## src/design/pms_pkg.sv

```systemverilog
// ----------------------------------------------------------------------------
// pms_pkg
// shared types and constants of the pairing mode sequencer
// ----------------------------------------------------------------------------
package pms_pkg;

    // request codes of an input item
    localparam logic [1:0] REQ_TICK     = 2'd0;
    localparam logic [1:0] REQ_AUTH_ACK = 2'd1;
    localparam logic [1:0] REQ_KEY_ACK  = 2'd2;

    // configuration register indexes
    localparam logic [2:0] CFG_LONG_PRESS   = 3'd0;
    localparam logic [2:0] CFG_SCAN_DUR     = 3'd1;
    localparam logic [2:0] CFG_SCAN_INTV    = 3'd2;
    localparam logic [2:0] CFG_KEY_DUR      = 3'd3;
    localparam logic [2:0] CFG_KEY_INTV     = 3'd4;
    localparam logic [2:0] CFG_BEACON_INTV  = 3'd5;
    localparam logic [2:0] CFG_AUTO_SCAN    = 3'd6;

    // configuration reset values
    localparam logic [15:0] LONG_PRESS_RST  = 16'd3000;
    localparam logic [31:0] SCAN_DUR_RST    = 32'd300000;
    localparam logic [15:0] SCAN_INTV_RST   = 16'd1000;
    localparam logic [15:0] KEY_DUR_RST     = 16'd5000;
    localparam logic [15:0] KEY_INTV_RST    = 16'd500;
    localparam logic [15:0] BEACON_INTV_RST = 16'd1000;

    // time after startup at which the one-time auto scan may start
    localparam logic [31:0] AUTO_SCAN_TIME  = 32'd3000;

    typedef enum logic [1:0] {
        MODE_IDLE = 2'd0,
        MODE_SCAN = 2'd1,
        MODE_KEY  = 2'd2
    } mode_t;

    typedef enum logic [2:0] {
        ACT_NONE      = 3'd0,
        ACT_SCAN_REQ  = 3'd1,
        ACT_KEY_SEND  = 3'd2,
        ACT_BEACON    = 3'd3,
        ACT_FAIL_ERASE = 3'd4,
        ACT_REGISTER  = 3'd5,
        ACT_DONE      = 3'd6,
        ACT_PEER_FAIL = 3'd7
    } action_t;

    typedef struct packed {
        logic [15:0] long_press_ms;
        logic [31:0] scan_len_ms;
        logic [15:0] scan_interval_ms;
        logic [15:0] key_len_ms;
        logic [15:0] key_gap_ms;
        logic [15:0] beacon_gap_ms;
        logic        auto_scan_enable;
    } cfg_t;

    typedef struct packed {
        logic [1:0]  req_type;
        logic [31:0] now_ms;
        logic        button_down;
        logic [47:0] sender_mac;
        logic        peer_ok;
        logic        registered_present;
    } item_t;

    typedef struct packed {
        action_t     action;
        logic [47:0] target_mac;
        mode_t       mode;
        logic        button_held;
    } result_t;

endpackage

```

## src/design/pms_cfg_regs.sv

```systemverilog
// ----------------------------------------------------------------------------
// pms_cfg_regs
// configuration register file, written through its own valid/ready channel
// ----------------------------------------------------------------------------
module pms_cfg_regs
(
    input  logic           clk,
    input  logic           rst_n,
    input  logic           cfg_valid,
    output logic           cfg_ready,
    input  logic [2:0]     cfg_index,
    input  logic [31:0]    cfg_data,
    output pms_pkg::cfg_t  cfg
);

    pms_pkg::cfg_t cfg_reg;
    pms_pkg::cfg_t cfg_next;

    assign cfg_ready = 1'b1;
    assign cfg = cfg_reg;

    always_comb
    begin
        cfg_next = cfg_reg;
        if (cfg_valid)
        begin
            case (cfg_index)
                pms_pkg::CFG_LONG_PRESS:  cfg_next.long_press_ms    = cfg_data[15:0];
                pms_pkg::CFG_SCAN_DUR:    cfg_next.scan_len_ms      = cfg_data;
                pms_pkg::CFG_SCAN_INTV:   cfg_next.scan_interval_ms = cfg_data[15:0];
                pms_pkg::CFG_KEY_DUR:     cfg_next.key_len_ms       = cfg_data[15:0];
                pms_pkg::CFG_KEY_INTV:    cfg_next.key_gap_ms       = cfg_data[15:0];
                pms_pkg::CFG_BEACON_INTV: cfg_next.beacon_gap_ms    = cfg_data[15:0];
                pms_pkg::CFG_AUTO_SCAN:   cfg_next.auto_scan_enable = cfg_data[0];
                default:                  cfg_next = cfg_reg;
            endcase
        end
    end

    always_ff @(posedge clk or negedge rst_n)
    begin
        if (!rst_n)
        begin
            cfg_reg.long_press_ms    <= pms_pkg::LONG_PRESS_RST;
            cfg_reg.scan_len_ms      <= pms_pkg::SCAN_DUR_RST;
            cfg_reg.scan_interval_ms <= pms_pkg::SCAN_INTV_RST;
            cfg_reg.key_len_ms       <= pms_pkg::KEY_DUR_RST;
            cfg_reg.key_gap_ms       <= pms_pkg::KEY_INTV_RST;
            cfg_reg.beacon_gap_ms    <= pms_pkg::BEACON_INTV_RST;
            cfg_reg.auto_scan_enable <= 1'b0;
        end
        else
        begin
            cfg_reg <= cfg_next;
        end
    end

endmodule

```

## src/design/pms_engine.sv

```systemverilog
// ----------------------------------------------------------------------------
// pms_engine
// sequencer state and the combinational step logic for one item
// ----------------------------------------------------------------------------
module pms_engine
(
    input  logic              clk,
    input  logic              rst_n,
    input  logic              step,
    input  pms_pkg::item_t    item,
    input  pms_pkg::cfg_t     cfg,
    output pms_pkg::result_t  result
);

    pms_pkg::mode_t mode_reg, mode_next;
    logic           btn_latched_reg, btn_latched_next;
    logic           long_done_reg, long_done_next;
    logic           auto_done_reg, auto_done_next;
    logic [31:0]    press_start_reg, press_start_next;
    logic [31:0]    scan_end_reg, scan_end_next;
    logic [31:0]    last_scan_tx_reg, last_scan_tx_next;
    logic [31:0]    key_start_reg, key_start_next;
    logic [31:0]    last_key_tx_reg, last_key_tx_next;
    logic [31:0]    last_beacon_tx_reg, last_beacon_tx_next;
    logic [47:0]    pending_peer_reg, pending_peer_next;

    // intermediate values after auto start and button tracking
    pms_pkg::mode_t mode_auto, mode_btn;
    logic           enter_auto, enter_long;
    logic [31:0]    press_start_btn;
    logic [31:0]    scan_end_btn;
    logic [31:0]    last_scan_btn;
    logic [31:0]    scan_end_calc;
    logic           long_hit;

    pms_pkg::action_t act;
    logic [47:0]      target;

    assign scan_end_calc = item.now_ms + cfg.scan_len_ms;

    always_comb
    begin
        mode_next           = mode_reg;
        btn_latched_next    = btn_latched_reg;
        long_done_next      = long_done_reg;
        auto_done_next      = auto_done_reg;
        press_start_next    = press_start_reg;
        scan_end_next       = scan_end_reg;
        last_scan_tx_next   = last_scan_tx_reg;
        key_start_next      = key_start_reg;
        last_key_tx_next    = last_key_tx_reg;
        last_beacon_tx_next = last_beacon_tx_reg;
        pending_peer_next   = pending_peer_reg;
        act                 = pms_pkg::ACT_NONE;
        target              = 48'd0;

        // auto start
        enter_auto = cfg.auto_scan_enable && !auto_done_reg
                     && (item.now_ms >= pms_pkg::AUTO_SCAN_TIME);
        mode_auto  = (enter_auto && mode_reg == pms_pkg::MODE_IDLE) ? pms_pkg::MODE_SCAN
                                                                    : mode_reg;

        // button tracking
        press_start_btn = (item.button_down && !btn_latched_reg) ? item.now_ms
                                                                 : press_start_reg;
        long_hit   = (item.now_ms - press_start_btn) >= {16'd0, cfg.long_press_ms};
        enter_long = item.button_down && (!long_done_reg || !btn_latched_reg) && long_hit;
        mode_btn   = (enter_long && mode_auto == pms_pkg::MODE_IDLE) ? pms_pkg::MODE_SCAN
                                                                     : mode_auto;

        // both scan entries load the same end time and clear the scan stamp
        if ((enter_auto && mode_reg == pms_pkg::MODE_IDLE)
            || (enter_long && mode_auto == pms_pkg::MODE_IDLE))
        begin
            scan_end_btn  = scan_end_calc;
            last_scan_btn = 32'd0;
        end
        else
        begin
            scan_end_btn  = scan_end_reg;
            last_scan_btn = last_scan_tx_reg;
        end

        case (item.req_type)
            pms_pkg::REQ_TICK:
            begin
                auto_done_next    = auto_done_reg || enter_auto;
                press_start_next  = press_start_btn;
                btn_latched_next  = item.button_down;
                if (item.button_down)
                    long_done_next = (long_done_reg && btn_latched_reg) || long_hit;
                scan_end_next     = scan_end_btn;
                last_scan_tx_next = last_scan_btn;
                mode_next         = mode_btn;

                case (mode_btn)
                    pms_pkg::MODE_SCAN:
                    begin
                        if (item.now_ms >= scan_end_btn)
                            mode_next = pms_pkg::MODE_IDLE;
                        else if ((item.now_ms - last_scan_btn)
                                 >= {16'd0, cfg.scan_interval_ms})
                        begin
                            act               = pms_pkg::ACT_SCAN_REQ;
                            last_scan_tx_next = item.now_ms;
                        end
                    end
                    pms_pkg::MODE_KEY:
                    begin
                        if ((item.now_ms - key_start_reg) > {16'd0, cfg.key_len_ms})
                        begin
                            act       = pms_pkg::ACT_FAIL_ERASE;
                            target    = pending_peer_reg;
                            mode_next = pms_pkg::MODE_IDLE;
                        end
                        else if ((item.now_ms - last_key_tx_reg)
                                 > {16'd0, cfg.key_gap_ms})
                        begin
                            act              = pms_pkg::ACT_KEY_SEND;
                            target           = pending_peer_reg;
                            last_key_tx_next = item.now_ms;
                        end
                    end
                    default:
                    begin
                        if (item.registered_present
                            && (item.now_ms - last_beacon_tx_reg)
                               > {16'd0, cfg.beacon_gap_ms})
                        begin
                            act                 = pms_pkg::ACT_BEACON;
                            last_beacon_tx_next = item.now_ms;
                        end
                    end
                endcase
            end
            pms_pkg::REQ_AUTH_ACK:
            begin
                if (mode_reg == pms_pkg::MODE_SCAN)
                begin
                    target = item.sender_mac;
                    if (!item.peer_ok)
                    begin
                        act       = pms_pkg::ACT_PEER_FAIL;
                        mode_next = pms_pkg::MODE_IDLE;
                    end
                    else
                    begin
                        act               = pms_pkg::ACT_REGISTER;
                        pending_peer_next = item.sender_mac;
                        mode_next         = pms_pkg::MODE_KEY;
                        key_start_next    = item.now_ms;
                        last_key_tx_next  = 32'd0;
                    end
                end
            end
            pms_pkg::REQ_KEY_ACK:
            begin
                if (mode_reg == pms_pkg::MODE_KEY && item.sender_mac == pending_peer_reg)
                begin
                    act               = pms_pkg::ACT_DONE;
                    target            = item.sender_mac;
                    mode_next         = pms_pkg::MODE_IDLE;
                    pending_peer_next = 48'd0;
                end
            end
            default:
            begin
                act = pms_pkg::ACT_NONE;
            end
        endcase

        result.action      = act;
        result.target_mac  = target;
        result.mode        = mode_next;
        result.button_held = btn_latched_next;
    end

    always_ff @(posedge clk or negedge rst_n)
    begin
        if (!rst_n)
        begin
            mode_reg           <= pms_pkg::MODE_IDLE;
            btn_latched_reg    <= 1'b0;
            long_done_reg      <= 1'b0;
            auto_done_reg      <= 1'b0;
            press_start_reg    <= 32'd0;
            scan_end_reg       <= 32'd0;
            last_scan_tx_reg   <= 32'd0;
            key_start_reg      <= 32'd0;
            last_key_tx_reg    <= 32'd0;
            last_beacon_tx_reg <= 32'd0;
            pending_peer_reg   <= 48'd0;
        end
        else if (step)
        begin
            mode_reg           <= mode_next;
            btn_latched_reg    <= btn_latched_next;
            long_done_reg      <= long_done_next;
            auto_done_reg      <= auto_done_next;
            press_start_reg    <= press_start_next;
            scan_end_reg       <= scan_end_next;
            last_scan_tx_reg   <= last_scan_tx_next;
            key_start_reg      <= key_start_next;
            last_key_tx_reg    <= last_key_tx_next;
            last_beacon_tx_reg <= last_beacon_tx_next;
            pending_peer_reg   <= pending_peer_next;
        end
    end

endmodule

```

## src/design/pairing_mode_sequencer.sv

```systemverilog
// ----------------------------------------------------------------------------
// pairing_mode_sequencer
// pairing handshake sequencer for a link node, driven by timed events
// ----------------------------------------------------------------------------
//
//   channel   direction  handshake               payload
//   -------   ---------  ---------------------   -------------------------------
//   in        sink       in_valid / in_ready     req_type, now_ms, button_down,
//                                                sender_mac, peer_ok,
//                                                registered_present
//   out       source     out_valid / out_ready   action, target_mac, mode,
//                                                button_held
//   cfg       sink       cfg_valid / cfg_ready   cfg_index, cfg_data
//
// one item per cycle sustained while out_ready is high; an item passes through
// the input register, then step logic into the result register
// the sequencer state is updated in the same edge that loads the result, so
// the next item in the input register always sees the updated state
// reset clears all control state and loads the configuration defaults
// a stall on out holds the result register and the input register; in_ready
// drops only while both are full and out_ready is low
// cfg_ready is always high
//
module pairing_mode_sequencer
(
    input  logic        clk,
    input  logic        rst_n,

    input  logic        in_valid,
    output logic        in_ready,
    input  logic [1:0]  req_type,
    input  logic [31:0] now_ms,
    input  logic        button_down,
    input  logic [47:0] sender_mac,
    input  logic        peer_ok,
    input  logic        registered_present,

    output logic        out_valid,
    input  logic        out_ready,
    output logic [2:0]  action,
    output logic [47:0] target_mac,
    output logic [1:0]  mode,
    output logic        button_held,

    input  logic        cfg_valid,
    output logic        cfg_ready,
    input  logic [2:0]  cfg_index,
    input  logic [31:0] cfg_data
);

    pms_pkg::cfg_t    cfg;
    pms_pkg::item_t   item_reg;
    pms_pkg::result_t step_result;
    pms_pkg::result_t result_reg;
    logic             item_valid_reg;
    logic             out_valid_reg;
    logic             advance;
    logic             step;

    // configuration register file
    pms_cfg_regs u_cfg
    (
        .clk       (clk),
        .rst_n     (rst_n),
        .cfg_valid (cfg_valid),
        .cfg_ready (cfg_ready),
        .cfg_index (cfg_index),
        .cfg_data  (cfg_data),
        .cfg       (cfg)
    );

    // result register can take a new value when empty or being drained
    assign advance  = !out_valid_reg || out_ready;
    assign step     = item_valid_reg && advance;
    assign in_ready = !item_valid_reg || advance;

    // input register: payload only, no reset needed
    always_ff @(posedge clk)
    begin
        if (in_valid && in_ready)
        begin
            item_reg.req_type           <= req_type;
            item_reg.now_ms             <= now_ms;
            item_reg.button_down        <= button_down;
            item_reg.sender_mac         <= sender_mac;
            item_reg.peer_ok            <= peer_ok;
            item_reg.registered_present <= registered_present;
        end
    end

    // step logic and sequencer state
    pms_engine u_engine
    (
        .clk    (clk),
        .rst_n  (rst_n),
        .step   (step),
        .item   (item_reg),
        .cfg    (cfg),
        .result (step_result)
    );

    // result register payload
    always_ff @(posedge clk)
    begin
        if (step)
            result_reg <= step_result;
    end

    // valid flags of the two stages
    always_ff @(posedge clk or negedge rst_n)
    begin
        if (!rst_n)
        begin
            item_valid_reg <= 1'b0;
            out_valid_reg  <= 1'b0;
        end
        else
        begin
            if (in_ready)
                item_valid_reg <= in_valid;
            if (advance)
                out_valid_reg <= item_valid_reg;
        end
    end

    assign out_valid   = out_valid_reg;
    assign action      = result_reg.action;
    assign target_mac  = result_reg.target_mac;
    assign mode        = result_reg.mode;
    assign button_held = result_reg.button_held;

endmodule

```

## config.mk

```make
export PLATFORM = sky130hd
export DESIGN_NAME = pairing_mode_sequencer
export DESIGN_NICKNAME = d
export VERILOG_FILES = /design/src/design/pms_pkg.sv /design/src/design/pms_cfg_regs.sv /design/src/design/pms_engine.sv /design/src/design/pairing_mode_sequencer.sv
export SDC_FILE = /design/constraint.sdc
export NUM_CORES = 1
export LEC_CHECK = 0
export BUFFER_PORTS_ARGS = -buffer_cell sky130_fd_sc_hd__buf_2
export CAP_MARGIN = 30
export CORE_MARGIN = 1
export CORE_UTILIZATION = 47
export DETAILED_ROUTE_END_ITERATION = 7
export HOLD_SLACK_MARGIN = 0.08
export SKIP_LAST_GASP = 1
export SYNTH_ARGS = -nofsm -noshare
export SYNTH_HDL_FRONTEND = slang
export SYNTH_SLANG_ARGS = --single-unit
```

## constraint.sdc

```tcl
create_clock -name clk -period 12.2 [get_ports clk]
set_input_delay 0.61 -clock clk [delete_from_list [all_inputs] [get_ports clk]]
set_output_delay 0.61 -clock clk [all_outputs]
set_load 0.02 [all_outputs]
```

=== Yosys cells after proc, flatten, opt, wreduce, memory -nomap -nowiden ===
Cells that the tools add are included.

* Div/mod/pow operators: 0
* Add/subtract/negate cells: 6
* Shift-type cells: 0
* Eq/ne operators: 19
* Reduce and logical (&&, ||, !) cells: 43
* Bitwise logic cells: 1
* Multiplexer cells: 42
* Multiply operators: 0
* Order comparisons: 7

{| class="wikitable"
|+ Operator list
! cell !! number
|-
| $mux W48 || 8
|-
| $mux W32 || 11
|-
| $sub A32 B32 Y32 || 5
|-
| $pmux W48 S3 || 1
|-
| $gt A32 B16 Y1 || 3
|-
| $pmux W48 S2 || 1
|-
| $ge A32 B16 Y1 || 2
|-
| $pmux W32 S2 || 1
|-
| $eq A48 B48 Y1 || 1
|-
| $add A32 B32 Y32 || 1
|-
| $ge A32 B12 Y1 const B || 1
|-
| $ge A32 B32 Y1 || 1
|-
| $mux W2 || 10
|-
| $reduce_and A2 Y1 || 8
|-
| $logic_and A1 B1 Y1 || 12
|-
| $mux W3 || 4
|-
| $eq A3 B3 Y1 const B || 3
|-
| $pmux W3 S3 || 1
|-
| $reduce_and A4 Y1 || 2
|-
| $reduce_and A7 Y1 || 1
|-
| $eq A2 B1 Y1 const B || 3
|-
| $eq A2 B2 Y1 const B || 3
|-
| $eq A3 B2 Y1 const B || 2
|-
| $logic_not A2 Y1 || 3
|-
| other kinds (15) || 30
|}

* RAM bits: 0
* Bits in latches: 0
* Register bits: 499
* Memories: 0
* ROM bits: 0
* Output and inout port bits: 57

=== Logic depth before layout (Yosys ltp) ===
* Depth after elaboration: 15
* Gate-level depth with buffers: 53

=== Modules after synthesis ===
From an unflattened synthesis, not the netlist that was laid out.

* Cells, all modules: 3508
* Area, all modules: 34154.0 um^2

{| class="wikitable"
|+ Modules (own cells, without submodules)
! module !! cells each !! area an instance (um^2) !! times used
|-
| pms_engine || 3114 || 25333.0 || 1
|-
| pms_cfg_regs || 247 || 4543.1 || 1
|-
| pairing_mode_sequencer || 147 || 4277.9 || 1
|}

=== Worst setup path before layout ===
OpenSTA, ideal clock, no wires.

* Kind: register -> register
* Start: register item_reg[50] in the netlist's numbering
* End: register u_engine.last_scan_tx_reg[19]
* Data arrival time: 9919 ps
* Buffers on the path: 6
* Library setup time: 152 ps
* Stages on the path, launching flop included: 49
* Setup slack: 2129 ps
* Data required time: 12048 ps
* Path through: edfxtp_1 nand2b_1 buf_2 buf_1 clkbuf_1 mux2i_1 ha_1 a21oi_1 o41ai_1 a21oi_1 o21ai_0 xor2_1 ha_1 a2111oi_2 o2111ai_1 nor4_1 nand4_1 or4_4 [13 not listed] a21o_1 a21o_1 a21o_1 a21oi_1 xnor2_1 ha_1 a21o_1 a21o_1 a211oi_1 nand4_1 or3_1 nor4_1 o211ai_2 nor3_2 or3_1 buf_2 buf_6 o221ai_2

* Word-level cells in the longest chain between the ends: 13

{| class="wikitable"
|+ Ends and longest elaborated chain
! item !! line !! text
|-
| start: declaration || pairing_mode_sequencer.sv:52 || <nowiki>pms_pkg::item_t item_reg;</nowiki>
|-
| $logic_and A1 B1 Y1 || pms_engine.sv:64 || <nowiki>press_start_btn = (item.button_down && !btn_latched_reg) ? item.now_ms</nowiki>
|-
| $mux W32 || pms_engine.sv:64 ||
|-
| $sub A32 B32 Y32 || pms_engine.sv:66 || <nowiki>long_hit = (item.now_ms - press_start_btn) >= {16'd0, cfg.long_press_ms};</nowiki>
|-
| $ge A32 B16 Y1 || pms_engine.sv:66 ||
|-
| $logic_and A1 B1 Y1 * || pms_engine.sv:67 || <nowiki>enter_long = item.button_down && (!long_done_reg || !btn_latched_reg) && long_hit;</nowiki>
|-
| $logic_and A1 B1 Y1 * || pms_engine.sv:68, pms_engine.sv:73 ||
|-
| $logic_or A1 B1 Y1 || pms_engine.sv:73 || <nowiki>|| (enter_long && mode_auto == pms_pkg::MODE_IDLE))</nowiki>
|-
| $mux W32 || pms_engine.sv:72 || <nowiki>if ((enter_auto && mode_reg == pms_pkg::MODE_IDLE)</nowiki>
|-
| $sub A32 B32 Y32 || pms_engine.sv:101 || <nowiki>else if ((item.now_ms - last_scan_btn)</nowiki>
|-
| $ge A32 B16 Y1 || pms_engine.sv:102 || <nowiki>>= {16'd0, cfg.scan_interval_ms})</nowiki>
|-
| $mux W32 || pms_engine.sv:101 ||
|-
| $mux W32 || pms_engine.sv:99 || <nowiki>if (item.now_ms >= scan_end_btn)</nowiki>
|-
| $mux W32 * || pms_engine.sv:96 || <nowiki>case (mode_btn)</nowiki>
|-
| end signal: assignment || pms_engine.sv:202 || <nowiki>last_scan_tx_reg <= last_scan_tx_next;</nowiki>
|-
| end: declaration || pms_engine.sv:21 || <nowiki>logic [31:0] last_scan_tx_reg, last_scan_tx_next;</nowiki>
|}

Mark *: on every way between the ends. The rest lies on a longest branch, timed or not.
A chain may end at the register's enable or synchronous reset.

=== Worst setup path after layout ===
* Start: register item_reg[50] in the netlist's numbering
* End: register u_engine.last_scan_tx_reg[3]

The elaborated chain is that of the path after synthesis.

==> results.json <==
{
  "period_share_pct": 91.24,
  "synth_edf_count": 139,
  "max_slew.worst_pin.slew_ns": 1.014,
  "synthCells": 3400,
  "reg2reg_from": "item_reg[50]",
  "num_io_pins": 182,
  "syn_avg_cell_area_um2": 9.736,
  "vdd_drop_max_v": 0.0001409,
  "htree_levels": 2,
  "overflow": 0,
  "stdcell_count": 4555,
  "die_w_um": 267.4,
  "antenna_found_initial": 12,
  "yosysSeqAreaShare_pct": 39.97,
  "vias": 27550,
  "drt_iter0_drc": 2187,
  "die_h_um": 267.4,
  "setup_violations": 0,
  "fmaxAchievable_mhz": 89.84,
  "core_area_um2": 69190,
  "drtPass1Iterations": 6,
  "seqCellArea_um2": 13230,
  "die-area_um2": 71500,
  "power-per-cell-area_nw_per_um2": 221.8,
  "min_path_type": "in2reg",
  "leakagePower_uw": 0.01636,
  "setup_ws_ns": 1.069,
  "ys_async_sr_fraction_pct": 72.14,
  "skew_ns": 0.06415,
  "min_to": "item_reg[69]",
  "clk_pin_slew_ns": 0.06,
  "grt_max_degree": 160,
  "largest_reg_flops": 113,
  "setup_tns_ns": 0,
  "min_from": "now_ms[18]",
  "rows": 96,
  "synth_warnings": 0,
  "drive_gt1_share_pct": 13.90,
  "crit_path_end_kind": "register",
  "hold_depth": 1,
  "relSlewSlack_pct": 32.03,
  "required_ns": 12.78,
  "cts_tree": "done",
  "synthFlopType": "dfrtp_1",
  "drv_cap": 0,
  "dpl.cell_count": 4440,
  "dp_slack_ns": 0.8827,
  "place_hpwl_um": 78360,
  "reg2reg_depth": 44,
  "start_util_pct": 47.85,
  "synth_nets": 3820,
  "antenna_left": 0,
  "cpMostUsedCell": "a21o_1",
  "fillers": 6301,
  "cts_root_buffer": "clkbuf_16",
  "timing.rr.end": "u_engine.last_scan_tx_reg[3]",
  "synthesis.area_um2": 33100,
  "clock_sinks": 499,
  "routedWlPerCell_um": 23.12,
  "clk_latency_ns": 0.66,
  "fin_crit_ns": 11.13,
  "cp.arrival_ns": 11.71,
  "layout_commonest_cell": "dfrtp_1",
  "r2r_slack_ns": 1.07,
  "grt_setup_unrepaired": "no",
  "synth_cell_type_count": 99,
  "slew_violations": 0,
  "cts.path.max_buffers": 3,
  "nets": 3990,
  "path_max_fanout": 27,
  "grt_pass1_wl_um": 160200,
  "drc": 0,
  "grt_pass1_vias": 27050,
  "critPathKind": "reg2reg",
  "startpoint_type": "register",
  "status": "complete, no violations",
  "slowest_stage": "or4_4",
  "wl_um": 105300,
  "synth-seq-cells": 499,
  "final_cell_mix": "dfrtp_1, nand2_1, ha_1",
  "hold_viol_final": 0,
  "gp_congestion": 0.9209,
  "cpPeakStageDelay_ns": 0.54,
  "io_buffers": 180,
  "vias_per_cell": 6.049,
  "multi_input_area_um2": 18370,
  "syn2layout_area_growth_pct": 12.14,
  "cts_buffers": 57,
  "track_usage_pct": 29.30
}
[final cells by class]
type,count,area share [%]
tap,931,3.138
clock buffer,79,4.308
sequential,499,35.64
multi-input combinational,2506,49.47
clock inverter,29,0.9303
inverter,267,2.700
timing repair buffer,239,3.775
antenna,5,0.03371
[layer usage]
| layer | vias up | global-route usage (%) | share of wire (%) |
|---|---|---|---|
| met1 | 13650 | 40.98 | 45 |
| met2 | 905 | 47.40 | 47 |
| li1 | 12830 | - | - |
| met4 | 4 | 9.133 | 2.7 |
| met5 | - | 0 | 0.021 |
| met3 | 165 | 3.319 | 5.6 |
[where the power goes]
part           internal, uW  switching [uW]  leakage, uW
Clock                  1030             749     0.000946
Combinational          1690            2370      0.00976
Sequential             2150             240      0.00565
Total                  4870            3360       0.0164
[synth_stat cells (all sizes together), types with 40 or more instances]
cell type  count  area share (%)
nor2b         40            0.76
a22o          68             1.8
nand2b        59             1.1
a21o          88             2.0
ha           290              11
o21a          44             1.0
clkbuf        90             1.0
nor2         185             2.1
xnor2        102             2.7
nand3         44            0.67
dfrtp        322              24
o21ai        263             4.0
a32o          48             1.5
edfxtp       139              13
inv          267             3.0
xor2          62             1.6
mux2i         95             2.9
nand2        296             3.4
mux2         104             3.5
a21oi        207             3.2
nor3          49            0.77
nand4         55             1.0
[critical path: cells and delay by family (launching register included)]
kind                       cells  cell delay (ns)
DFF                            1             0.49
AOI/OAI and AO/OA             22             5.14
xor gates and xnor gates       2             0.36
and+or+nand+nor               14             3.37
adders and majority gates      4             1.17
muxes                          1             0.27
buffers and inverters          1             0.23
[repair_timing]
| action | CTS | global route |
|---|---|---|
| buffers inserted | 0 | 0 |
| setup endpoints to repair | 0 | 21 |
| endpoints found under the hold margin | 48 | 0 |
| hold buffers | 1 | 0 |
| resized for setup | 0 | 2 |
[cell families after synthesis]
group                      share of synthesized area [%]
buffers and inverters                              4.804
DFF                                                39.97
AOI/OAI and AO/OA                                  20.46
muxes                                              6.410
adders and majority gates                          11.51
other                                            0.01133
and+or+nand+nor                                    12.51
xor gates and xnor gates                           4.339
[per-stage QoR]
| stage | instance area [um^2] | power (uW) | hold WS, ns | utilization [%] |
|---|---|---|---|---|
| floorplan | 33100 | 5363 | 0.3144 | - |
| global placement | 35090 | 6309 | 0.4425 | 50.72 |
| detailed placement | 35120 | 6413 | 0.4486 | 50.76 |
| CTS | 37070 | 8233 | 0.09227 | 53.59 |
| global route | 37120 | 8836 | 0.1026 | 53.65 |
| finish | 37120 | 8232 | 0.1231 | 53.65 |
[how the worst max path moves through the flow]
stage                                  start                            end  slack (ns)
floorplan                       item_reg[50]  u_engine.last_scan_tx_reg[19]        2.13
global placement    u_engine.btn_latched_reg  u_engine.last_scan_tx_reg[17]        1.13
detailed placement  u_engine.btn_latched_reg  u_engine.last_scan_tx_reg[16]        0.88
CTS                             item_reg[50]  u_engine.last_scan_tx_reg[17]        0.78
global route                    item_reg[50]  u_engine.last_scan_tx_reg[23]        0.15
finish                          item_reg[50]   u_engine.last_scan_tx_reg[3]        1.07
No activity file was read; power rests on OpenSTA's default activity.
